**src/rtl/core/ps2m_pkg.sv**
```systemverilog
// ----------------------------------------------------------------------------
// ps2m_pkg
// Shared types, codes and sizes for the mouse packet decoder.
// ----------------------------------------------------------------------------
package ps2m_pkg;

  // Event queue: one slot stays empty, so it holds QUEUE_DEPTH-1 events
  localparam int QUEUE_DEPTH = 64;
  localparam int QPTR_W      = (QUEUE_DEPTH > 1) ? $clog2(QUEUE_DEPTH) : 1;

  // Stream widths (whole bytes)
  localparam int IN_TDATA_W  = 32;
  localparam int OUT_TDATA_W = 232;

  // Configuration register indexes
  localparam logic CFG_ENABLE     = 1'b0;
  localparam logic CFG_WHEEL_MODE = 1'b1;

  // Lead byte bit positions
  localparam int SYNC_BIT   = 3;
  localparam int X_SIGN     = 4;
  localparam int Y_SIGN     = 5;
  localparam int X_OVERFLOW = 6;
  localparam int Y_OVERFLOW = 7;

  // Last byte position of a packet in each mode
  localparam logic [1:0] LAST_POS_STD   = 2'd2;
  localparam logic [1:0] LAST_POS_WHEEL = 2'd3;

  typedef enum logic [1:0] {
    KIND_BYTE   = 2'd0,
    KIND_POP    = 2'd1,
    KIND_INJECT = 2'd2,
    KIND_STATUS = 2'd3
  } kind_t;

  // One queued event; dx sits in the lowest bits (two's complement fields)
  typedef struct packed {
    logic [2:0] buttons;
    logic [8:0] scroll;
    logic [9:0] dy;
    logic [8:0] dx;
  } event_t;

  // Decoder verdict for the current word
  typedef struct packed {
    logic   take;
    logic   invalid;
    logic   overflow;
    event_t ev;
  } decode_out_t;

  // Reported status after a step
  typedef struct packed {
    logic [31:0] overflow_count;
    logic [31:0] invalid_count;
    logic [31:0] dropped_count;
    logic [31:0] received_count;
    logic [2:0]  buttons_now;
    logic [31:0] pos_y;
    logic [31:0] pos_x;
  } status_t;

endpackage

```
**src/rtl/core/ps2m_ram.sv**
```systemverilog
// ----------------------------------------------------------------------------
// ps2m_ram
// Simple dual-port synchronous RAM, one write and one registered read port.
// ----------------------------------------------------------------------------
module ps2m_ram #(
  parameter int DEPTH  = 64,
  parameter int WIDTH  = 32,
  parameter int ADDR_W = 6
) (
  input  logic              clk,
  input  logic              we,
  input  logic [ADDR_W-1:0] waddr,
  input  logic [WIDTH-1:0]  wdata,
  input  logic              re,
  input  logic [ADDR_W-1:0] raddr,
  output logic [WIDTH-1:0]  rdata
);

  logic [WIDTH-1:0] mem [DEPTH];

  // Write port
  always_ff @(posedge clk) begin
    if (we) begin
      mem[waddr] <= wdata;
    end
  end

  // Read port, data held until the next read
  always_ff @(posedge clk) begin
    if (re) begin
      rdata <= mem[raddr];
    end
  end

endmodule

```
**src/rtl/core/ps2m_decode.sv**
```systemverilog
// ----------------------------------------------------------------------------
// ps2m_decode
// Packet assembly, sync/overflow checks and event forming; holds config.
// ----------------------------------------------------------------------------
module ps2m_decode (
  input  logic                  clk,
  input  logic                  rst,
  input  logic                  cfg_we,
  input  logic                  cfg_addr,
  input  logic                  cfg_wdata,
  input  logic                  accept,
  input  ps2m_pkg::kind_t       kind,
  input  logic [7:0]            rx_byte,
  input  logic                  from_aux,
  input  logic [8:0]            inject_dx,
  input  logic [8:0]            inject_dy,
  input  logic [2:0]            inject_buttons,
  output ps2m_pkg::decode_out_t dec
);

  logic       enable;
  logic       wheel_mode;
  logic [1:0] byte_position;
  logic [1:0] byte_position_next;
  logic [7:0] packet_bytes [3];
  logic       store_byte;
  logic [1:0] last_pos;
  logic [7:0] lead;
  logic [7:0] third;

  // Configuration registers
  always_ff @(posedge clk) begin
    if (rst) begin
      enable     <= 1'b0;
      wheel_mode <= 1'b0;
    end else if (cfg_we) begin
      unique case (cfg_addr)
        ps2m_pkg::CFG_ENABLE:     enable     <= cfg_wdata;
        ps2m_pkg::CFG_WHEEL_MODE: wheel_mode <= cfg_wdata;
        default: ;
      endcase
    end
  end

  // Decode the current word
  always_comb begin
    last_pos           = wheel_mode ? ps2m_pkg::LAST_POS_WHEEL : ps2m_pkg::LAST_POS_STD;
    lead               = packet_bytes[0];
    // third byte may be arriving right now
    third              = (byte_position == 2'd2) ? rx_byte : packet_bytes[2];
    byte_position_next = byte_position;
    store_byte         = 1'b0;
    dec                = '0;
    unique case (kind)
      ps2m_pkg::KIND_BYTE: begin
        if (enable && from_aux) begin
          if (byte_position == 2'd0 && !rx_byte[ps2m_pkg::SYNC_BIT]) begin
            dec.invalid = 1'b1;
          end else begin
            store_byte = (byte_position != 2'd3);
            if (byte_position >= last_pos) begin
              byte_position_next = 2'd0;
              if (lead[ps2m_pkg::X_OVERFLOW] || lead[ps2m_pkg::Y_OVERFLOW]) begin
                dec.overflow = 1'b1;
              end else begin
                dec.take       = 1'b1;
                dec.ev.dx      = {lead[ps2m_pkg::X_SIGN], packet_bytes[1]};
                dec.ev.dy      = 10'd0 - {{2{lead[ps2m_pkg::Y_SIGN]}}, third};
                dec.ev.scroll  = wheel_mode ? (9'd0 - {rx_byte[7], rx_byte}) : 9'd0;
                dec.ev.buttons = lead[2:0];
              end
            end else begin
              byte_position_next = byte_position + 2'd1;
            end
          end
        end
      end
      ps2m_pkg::KIND_INJECT: begin
        dec.take       = 1'b1;
        dec.ev.dx      = inject_dx;
        dec.ev.dy      = {inject_dy[8], inject_dy};
        dec.ev.scroll  = 9'd0;
        dec.ev.buttons = inject_buttons;
      end
      ps2m_pkg::KIND_POP, ps2m_pkg::KIND_STATUS: ;
      default: ;
    endcase
  end

  // Advance byte position
  always_ff @(posedge clk) begin
    if (rst) begin
      byte_position <= 2'd0;
    end else if (accept) begin
      byte_position <= byte_position_next;
    end
  end

  // Capture packet bytes
  always_ff @(posedge clk) begin
    if (accept && store_byte) begin
      packet_bytes[byte_position] <= rx_byte;
    end
  end

  // A rejected lead byte leaves the packet unstarted
  a_invalid_restart: assert property (@(posedge clk) disable iff (rst)
    accept && dec.invalid |=> byte_position == 2'd0)
    else $error("byte position moved after a missing sync bit");

endmodule

```
**src/rtl/core/ps2m_queue.sv**
```systemverilog
// ----------------------------------------------------------------------------
// ps2m_queue
// Event FIFO over a synchronous RAM; one push or one pop per word.
// ----------------------------------------------------------------------------
module ps2m_queue (
  input  logic             clk,
  input  logic             rst,
  input  logic             accept,
  input  logic             push,
  input  ps2m_pkg::event_t push_ev,
  input  logic             pop,
  output logic             pop_hit,
  output logic             drop_hit,
  output ps2m_pkg::event_t pop_ev
);

  localparam logic [ps2m_pkg::QPTR_W-1:0] PTR_LAST =
    ps2m_pkg::QPTR_W'(ps2m_pkg::QUEUE_DEPTH - 1);

  logic [ps2m_pkg::QPTR_W-1:0] write_pointer;
  logic [ps2m_pkg::QPTR_W-1:0] read_pointer;
  logic [ps2m_pkg::QPTR_W-1:0] wp_inc;
  logic [ps2m_pkg::QPTR_W-1:0] rp_inc;
  logic                        full;
  logic                        empty;
  logic                        ram_we;
  logic                        ram_re;

  // Pointer arithmetic and flags
  always_comb begin
    wp_inc   = (write_pointer == PTR_LAST) ? '0 : write_pointer + 1'b1;
    rp_inc   = (read_pointer == PTR_LAST) ? '0 : read_pointer + 1'b1;
    full     = (wp_inc == read_pointer);
    empty    = (write_pointer == read_pointer);
    drop_hit = push && full;
    pop_hit  = pop && !empty;
    ram_we   = accept && push && !full;
    ram_re   = accept && pop_hit;
  end

  // Advance pointers
  always_ff @(posedge clk) begin
    if (rst) begin
      write_pointer <= '0;
      read_pointer  <= '0;
    end else begin
      if (ram_we) begin
        write_pointer <= wp_inc;
      end
      if (ram_re) begin
        read_pointer <= rp_inc;
      end
    end
  end

  // A pop reads only entries written in earlier cycles, so no bypass is needed
  ps2m_ram #(
    .DEPTH (ps2m_pkg::QUEUE_DEPTH),
    .WIDTH ($bits(ps2m_pkg::event_t)),
    .ADDR_W(ps2m_pkg::QPTR_W)
  ) u_ram (
    .clk  (clk),
    .we   (ram_we),
    .waddr(write_pointer),
    .wdata(push_ev),
    .re   (ram_re),
    .raddr(read_pointer),
    .rdata(pop_ev)
  );

  a_push_nonempty: assert property (@(posedge clk) disable iff (rst)
    ram_we |=> write_pointer != read_pointer)
    else $error("queue empty right after a push");

  a_drop_holds: assert property (@(posedge clk) disable iff (rst)
    accept && drop_hit |=> $stable(write_pointer) && $stable(read_pointer))
    else $error("pointers moved on a dropped event");

endmodule

```
**src/rtl/core/ps2_mouse_packet_decoder.sv**
```systemverilog
// ----------------------------------------------------------------------------
// ps2_mouse_packet_decoder
// Mouse byte stream to movement events, with event queue and status counters.
// ----------------------------------------------------------------------------
//  channel  direction  tvalid/tready/we   payload
//  s_*      in         s_tvalid/s_tready  tuser: kind; tdata: byte and inject
//  m_*      out        m_tvalid/m_tready  tuser: event_valid; tdata: event+status
//  cfg_*    in         cfg_we             cfg_addr: register, cfg_wdata: value
//
// One word accepted per cycle while s_tready is high. The accepting edge updates
// state and launches the event RAM read; the output register then loads from
// the middle stage once it may move, which raises m_tvalid.
// Reset clears the state registers; the event RAM needs no clearing pass.
// With m_tready low the block still takes one more word into its middle stage,
// then holds s_tready low until the output register drains.
// ----------------------------------------------------------------------------
module ps2_mouse_packet_decoder (
  input  logic                             clk,
  input  logic                             rst,
  input  logic                             cfg_we,
  input  logic                             cfg_addr,
  input  logic                             cfg_wdata,
  input  logic                             s_tvalid,
  output logic                             s_tready,
  // rx_byte[7:0], from_aux[8], inject_dx[17:9], inject_dy[26:18],
  // inject_buttons[29:27], zero fill[31:30]
  input  logic [ps2m_pkg::IN_TDATA_W-1:0]  s_tdata,
  // kind[1:0]
  input  logic [1:0]                       s_tuser,
  output logic                             m_tvalid,
  input  logic                             m_tready,
  // event_dx[8:0], event_dy[18:9], event_scroll[27:19], event_buttons[30:28],
  // pos_x[62:31], pos_y[94:63], buttons_now[97:95], received_count[129:98],
  // dropped_count[161:130], invalid_count[193:162], overflow_count[225:194],
  // zero fill[231:226]
  output logic [ps2m_pkg::OUT_TDATA_W-1:0] m_tdata,
  // event_valid[0]
  output logic                             m_tuser
);

  logic                  accept;
  ps2m_pkg::kind_t       kind;
  ps2m_pkg::decode_out_t dec;
  logic                  pop_hit;
  logic                  drop_hit;
  ps2m_pkg::event_t      pop_ev;
  ps2m_pkg::status_t     status;
  ps2m_pkg::status_t     status_next;
  logic                  st1_valid;
  logic                  st1_ev_valid;
  ps2m_pkg::status_t     st1_status;
  logic                  st1_move;
  ps2m_pkg::event_t      out_ev;

  assign kind     = ps2m_pkg::kind_t'(s_tuser);
  assign st1_move = !m_tvalid || m_tready;
  assign s_tready = !st1_valid || st1_move;
  assign accept   = s_tvalid && s_tready;

  ps2m_decode u_decode (
    .clk           (clk),
    .rst           (rst),
    .cfg_we        (cfg_we),
    .cfg_addr      (cfg_addr),
    .cfg_wdata     (cfg_wdata),
    .accept        (accept),
    .kind          (kind),
    .rx_byte       (s_tdata[7:0]),
    .from_aux      (s_tdata[8]),
    .inject_dx     (s_tdata[17:9]),
    .inject_dy     (s_tdata[26:18]),
    .inject_buttons(s_tdata[29:27]),
    .dec           (dec)
  );

  ps2m_queue u_queue (
    .clk     (clk),
    .rst     (rst),
    .accept  (accept),
    .push    (dec.take),
    .push_ev (dec.ev),
    .pop     (kind == ps2m_pkg::KIND_POP),
    .pop_hit (pop_hit),
    .drop_hit(drop_hit),
    .pop_ev  (pop_ev)
  );

  // Position, buttons and counters after this word
  always_comb begin
    status_next = status;
    if (dec.take) begin
      status_next.pos_x          = status.pos_x + {{23{dec.ev.dx[8]}}, dec.ev.dx};
      status_next.pos_y          = status.pos_y + {{22{dec.ev.dy[9]}}, dec.ev.dy};
      status_next.buttons_now    = dec.ev.buttons;
      status_next.received_count = status.received_count + 32'd1;
    end
    if (drop_hit) begin
      status_next.dropped_count = status.dropped_count + 32'd1;
    end
    if (dec.invalid) begin
      status_next.invalid_count = status.invalid_count + 32'd1;
    end
    if (dec.overflow) begin
      status_next.overflow_count = status.overflow_count + 32'd1;
    end
  end

  // Hold status state
  always_ff @(posedge clk) begin
    if (rst) begin
      status <= '0;
    end else if (accept) begin
      status <= status_next;
    end
  end

  // Middle stage: waits for the RAM read data
  always_ff @(posedge clk) begin
    if (rst) begin
      st1_valid <= 1'b0;
    end else if (accept) begin
      st1_valid <= 1'b1;
    end else if (st1_move) begin
      st1_valid <= 1'b0;
    end
  end

  always_ff @(posedge clk) begin
    if (accept) begin
      st1_ev_valid <= pop_hit;
      st1_status   <= status_next;
    end
  end

  // Output register
  assign out_ev = st1_ev_valid ? pop_ev : '0;

  always_ff @(posedge clk) begin
    if (rst) begin
      m_tvalid <= 1'b0;
    end else if (st1_move) begin
      m_tvalid <= st1_valid;
    end
  end

  always_ff @(posedge clk) begin
    if (st1_move && st1_valid) begin
      m_tuser <= st1_ev_valid;
      m_tdata <= {6'd0, st1_status, out_ev};
    end
  end

  a_event_zero: assert property (@(posedge clk) disable iff (rst)
    m_tvalid && !m_tuser |-> m_tdata[30:0] == '0)
    else $error("event fields nonzero without a popped event");

  a_stall_full: assert property (@(posedge clk) disable iff (rst)
    !s_tready |-> st1_valid && m_tvalid)
    else $error("input stalled with a free stage");

endmodule
```
**config.mk**
```make
export PLATFORM = sky130hd
export DESIGN_NAME = ps2_mouse_packet_decoder
export DESIGN_NICKNAME = d
export VERILOG_FILES = /design/src/rtl/core/ps2m_pkg.sv /design/src/rtl/core/ps2m_ram.sv /design/src/rtl/core/ps2m_decode.sv /design/src/rtl/core/ps2m_queue.sv /design/src/rtl/core/ps2_mouse_packet_decoder.sv
export SDC_FILE = /design/constraint.sdc
export NUM_CORES = 2
export LEC_CHECK = 0
export BUFFER_PORTS_ARGS = -buffer_cell sky130_fd_sc_hd__buf_2
export CORE_AREA = 2 2 415 417
export DETAILED_ROUTE_END_ITERATION = 16
export DIE_AREA = 0 0 417 419
export PLACE_DENSITY = 0.79
export SYNTH_ARGS = -nofsm -noshare
export SYNTH_HDL_FRONTEND = slang
export SYNTH_SLANG_ARGS = --single-unit
```
**constraint.sdc**
```tcl
create_clock -name clk -period 20.7 [get_ports clk]
set_clock_uncertainty 0.2 [all_clocks]
set_input_delay 1.035 -clock clk [delete_from_list [all_inputs] [get_ports clk]]
set_output_delay 1.035 -clock clk [all_outputs]
set_load 0.01 [all_outputs]
```
**Word level (Yosys, flattened, before mapping)**

Memories as Yosys holds them, arrays and structs flattened. A register that Yosys moved wholly into a read port is not among the register bits.
Cells that the tools add are included.

- Flip-flop bits (word level): 636
- Bits in writable memories: 2008
- Logic and storage cells: 104
- Memories: 2

- Add/sub/neg operators: 11
- $lt $le $gt $ge: 1
- Eq/ne operators: 8
- Multiplexer cells: 31
- Bitwise logic cells: 2
- Reduce and logical (&&, ||, !) cells: 24

Memories:

| name | depth | bits a word | read ports | clocked after Yosys merged registers in | wr ports | line | RTL |
|---|---|---|---|---|---|---|---|
| u_queue.u_ram.mem | 64 | 31 | 1 | 1 | 1 | ps2m_ram.sv:19 | `logic [WIDTH-1:0] mem [DEPTH];` |
| u_decode.packet_bytes | 3 | 8 | 3 | 0 | 1 | ps2m_decode.sv:25 | `logic [7:0] packet_bytes [3];` |

Operators with widths:

| cell | count |
|---|---|
| 2-to-1 mux 32 bit | 5 |
| adder 32 x 1 -> 32 bit (second input constant) | 4 |
| 2-to-1 mux 99 bit | 1 |
| adder 32 bit | 2 |
| case mux 31 bit (2 select lines) | 1 |
| 2-to-1 mux 34 bit | 1 |
| 2-to-1 mux 31 bit | 1 |
| 2-to-1 mux 1 bit | 15 |
| adder 6 x 1 -> 6 bit (second input constant) | 2 |
| == test 6 bit | 2 |
| == test 6 bit (second input constant) | 2 |
| 2-to-1 mux 6 bit | 2 |
| logical AND 1 bit | 10 |
| subtractor 1 x 9 -> 10 bit (first input constant) | 1 |
| 2-to-1 mux 9 bit | 1 |
| subtractor 1 x 8 -> 9 bit (first input constant) | 1 |
| 2-to-1 mux 8 bit | 1 |
| logical NOT 1 bit | 5 |
| == test 2 bit (second input constant) | 2 |
| logical NOT 2 bit | 2 |
| 2-to-1 mux 2 bit | 2 |
| AND reduction 2 bit | 2 |
| AND reduction 4 bit | 1 |
| logical OR 1 bit | 3 |
| other kinds (7) | 8 |

**Longest topological paths before layout**

- Depth in word-level cells: 12
- Depth in mapped cells: 20

**Cells and area by module**

Synthesis repeated with hierarchy kept, for this count alone.

- Cell total of the unflattened synthesis: 5898
- Area, all modules: 105743.9 um^2

Modules (own cells, without submodules):

| module | times used | cells an instance | area an instance (um^2) | seq. area each (um^2) |
|---|---|---|---|---|
| ps2m_ram | 1 | 3418 | 76616.0 | 60508.0 |
| ps2_mouse_packet_decoder | 1 | 2209 | 26576.7 | 16646.0 |
| ps2m_decode | 1 | 161 | 1676.6 | 770.7 |
| ps2m_queue | 1 | 110 | 874.6 | 240.2 |

**Least setup slack after synthesis**

OpenSTA, ideal clock, no wires.

- Path type: input port to flip-flop
- Start point: in m_tready
- End point: reg m_tdata[0] in the netlist's numbering, enable pin
- Library setup time: 0.846 ns
- Arrival time: 11.127 ns
- Data required time: 19.654 ns
- Slack: 8.527 ns
- Stages on the path: 2
- Cells stage by stage: nor2b_1 -> nor2b_1

- Longest elaborated chain between the ends: 2

Ends and longest elaborated chain:

| element | line | RTL |
|---|---|---|
| from (decl) | ps2_mouse_packet_decoder.sv:31 | `input logic m_tready,` |
| logical OR 1 bit | ps2_mouse_packet_decoder.sv:56 | `assign st1_move = !m_tvalid \|\| m_tready;` |
| logical AND 1 bit | ps2_mouse_packet_decoder.sv:147 | `if (st1_move && st1_valid) begin` |
| to (signal assigned) | ps2_mouse_packet_decoder.sv:149 | `m_tdata <= {6'd0, st1_status, out_ev};` |
| to (decl) | ps2_mouse_packet_decoder.sv:36 | `output logic [ps2m_pkg::OUT_TDATA_W-1:0] m_tdata,` |

Every way passes these cells.
A chain may end at the register's enable or synchronous reset.

**Worst setup path in the final report**

- Start point: reg u_queue.read_pointer[0] in the netlist's numbering
- End point: reg u_queue.u_ram.rdata[6], read port of u_queue.u_ram.mem, data pin

- Longest elaborated chain between the ends: 4

Ends and longest elaborated chain:

| element | line | RTL |
|---|---|---|
| from (decl) | ps2m_queue.sv:21 | `logic [ps2m_pkg::QPTR_W-1:0] read_pointer;` |
| from (signal assigned) | ps2m_queue.sv:51 | `read_pointer <= rp_inc;` |
| == test 6 bit | ps2m_queue.sv:34 | `empty = (write_pointer == read_pointer);` |
| logical NOT 1 bit | ps2m_queue.sv:36 | `pop_hit = pop && !empty;` |
| logical AND 1 bit | ps2m_queue.sv:36 |  |
| logical AND 1 bit | ps2m_queue.sv:38 | `ram_re = accept && pop_hit;` |
| to (decl) | ps2m_ram.sv:16 | `output logic [WIDTH-1:0] rdata` |

Several ways; a longest one is shown, not always the timed one.

==> results.cfg <==
[outcome]
status = finished clean

[final_layout]
fin_area_um2 = 119000
nNetsFinal = 6020
syn_to_final_growth_pct = 12.8
final_layout_size_suffix_gt1_frac = 0.257

[route]
first_pass_iters = 6
wirelength_um = 264000
via_per_inst = 6.71
drtAntennaViolNets = 0
wl_per_cell_um = 31.7
drc = 0
drt_iter0_drc = 7845
vias = 56000

[power]
seqPwrFrac = 0.542
power_leakage_nw = 37.4
clkPwrFrac = 0.438
combPwrFrac = 0.020
vdd_drop_max_v = 0.0000900
pwr_density_cell_nw_per_um2 = 92.3
internal-power_mw = 8.73
swShare = 0.202
p_switching_mw = 2.21

[synthesis]
synth_compound_area_frac = 0.0221
synth_area_leaders = edfxtp_1, mux4_2, dfxtp_1
syn-instance-count = 5482
synth_commonest_cells = edfxtp_1, mux4_2, nand2_1
synth_mux_area_frac = 0.141
yosysTopAreaCellShare = 0.703
synth_cell_types = 76
ys_ff_latch = 2674
synthAdderAreaFrac = 0.00931
synth_xor_area_frac = 0.0254
synth.avg_cell_area_um2 = 19.2
syn_area_um2 = 105000
synth_simple_gate_area_frac = 0.0469
synth_seq_area_share = 0.744
synth_top_family_by_area = multiplexers
synthFlopType = edfxtp_1
async_flop_share = 0
synth_most_common_cell = edfxtp_1
yosysTopAreaCell = edfxtp_1
yosysWarnings = 0
synth_edf_count = 2461

[cts]
path_clk_slew_ps = 60
clock_latency_ps = 930
hold_buffers = 0
ctsHtreeMaxLevel = 5
tritoncts = built
clkSinkCount = 2674
cts-root-buf = clkbuf_16
clockBufferDepth = 4
post_cts_resized = 0
postCtsSetupBuffers = 0
cts_buffers = 276

[floorplan]
ios = 276
core_region_area_um2 = 171000
floorplan.rows = 152
die_w_um = 417
die-height_um = 419
die-area_um2 = 175000
initial_core_util = 0.616

[sta]
relSlewSlack = 0.0909
grt_setup_unrepaired = no
setup_viol = 0
fin_crit_ps = 6570
finalSetupTns_ps = 0
hold_viol = 0
drv_slew = 0
worst_slew_pin_slew_ps = 1360
fin_crit_sh = 0.317
fmax_mhz = 152

[worst_hold_path]
min_path_type = in2reg
hold_path_end = st1_valid$_SDFFE_PP0P_
whs_path_depth = 3
hold_start = s_tvalid

[grt]
grt_max_degree = 166
grtUsageTotal = 0.305
grt_overflow_total = 0
antenna_found_initial = 17
grt_pass1_vias = 55900
grt_pass1_wl_um = 382000

[setup_path]
crit_path_max_fanout = 42
cpMaxStageDelayCell = dfxtp_4
rrSetupSlack_ps = 14130
reg2reg_depth = 7
crit_arrival_ps = 6980
crit_path_start_kind = flop
slowest_delay_ps = 940
crit_type = reg2reg
cp_top_family = buffers and inverters
crit_buf_inv = 4
crit_chain = buf_4 -> buf_4 -> buf_4 -> buf_4 -> mux4_2 -> mux4_2 -> mux4_2
crit_top_cell = buf_4
rr_endpoint = u_queue.u_ram.rdata[6]$_DFFE_PP_
worstPathRequired_ps = 21110
crit_start = u_queue.read_pointer[0]$_SDFFE_PP0P_
end_kind = flop
worstReg2RegStart = u_queue.read_pointer[0]$_SDFFE_PP0P_

[placed_design]
place_area_um2 = 110000
place.gp.congestion = 0.852
io_buffers = 267
hpwl_um = 137000

[flow_run]
cap_violations = 0
==> power groups by stage <==
stage,logic (mW),clock network [mW],registers [mW]
2_1_floorplan,0.117,0,6.06
3_3_place_gp,0.210,0,6.04
3_5_place_dp,0.216,0,6.04
4_1_cts,0.220,4.84,5.93
5_1_grt,0.237,5.03,5.93
6_report,0.222,4.79,5.93
==> final cells by class <==
| type | instances | area (um^2) |
|---|---|---|
| Antenna cell | 13 | 32.5 |
| Tap cell | 2233 | 2790 |
| Timing Repair Buffer | 400 | 2420 |
| Multi-Input combinational cell | 2515 | 26500 |
| Inverter | 35 | 139 |
| Clock buffer | 345 | 7340 |
| Clock inverter | 129 | 1160 |
| Fill cell | 9694 | 52100 |
| Sequential cell | 2674 | 78200 |
==> stage by stage <==
step	setup slack (ps)	instances	util	hold WS, ps	power [mW]
final	14130	8344	0.695	198	10.9
after CTS	14000	8330	0.694	139	11.0
after detailed placement	13900	7856	0.645	205	6.26
after floorplan	8530	5487	-	200	6.18
after global routing	13640	8340	0.695	188	11.2
after global placement	14020	7856	0.645	202	6.25
==> layer usage <==
metal,GRT usage,routed length (um)
met4,0.151,14100
met2,0.497,131000
met5,0,57
met1,0.398,92700
met3,0.0611,26700
==> tightest hold or removal path: cells and delay by family <==
kind            cells  cell delay [ps]
compound gates      1               50
buf+inv             1              100
simple gates        1               90
==> cells in the final DEF, fill, tap and decap left out, types with 58 or more instances in the layout <==
master,Yosys,layout
a21oi_1,158,157
nor2_1,328,254
mux4_2,651,651
clkbuf_1,177,58
nor2_4,1,75
ha_1,75,75
nand3_1,73,73
xnor2_1,157,157
dfxtp_1,213,207
clkbuf_16,0,282
buf_2,28,266
nand2_1,393,391
edfxtp_1,2461,2461
buf_4,10,127
xor2_1,148,148
o21ai_0,92,85
==> worst max-delay path by stage <==
stage,to,slack (ps),cells after the start
global route,u_queue.u_ram.rdata[6]$_DFFE_PP_,13640,7
finish,u_queue.u_ram.rdata[6]$_DFFE_PP_,14130,7
CTS,u_queue.u_ram.rdata[6]$_DFFE_PP_,14000,7
detailed placement,st1_status[26]$_DFFE_PP_,13900,18
floorplan,m_tdata[0]$_SDFFCE_PN0P_,8530,2
global placement,st1_status[26]$_DFFE_PP_,14020,18
==> registers in the layout, indices dropped and copies added (netlist names) <==
signal                  flops
u_queue.u_ram.mem        1984
m_tdata                   226
st1_status                195
status                    195
u_queue.u_ram.rdata        31
u_decode.packet_bytes      23
u_queue.read_pointer        6
u_queue.write_pointer       6
u_decode.byte_position      2
m_tuser                     1
m_tvalid                    1
st1_ev_valid                1
st1_valid                   1
u_decode.enable             1
u_decode.wheel_mode         1
==> cell families after synthesis <==
group | Yosys count
other cells | 1
xor+xnor | 305
simple gates | 1075
flops | 2674
fa+ha+maj | 77
compound gates | 385
mux | 667
buf+inv | 298
Note: power is estimated with default switching activity, not from simulation.
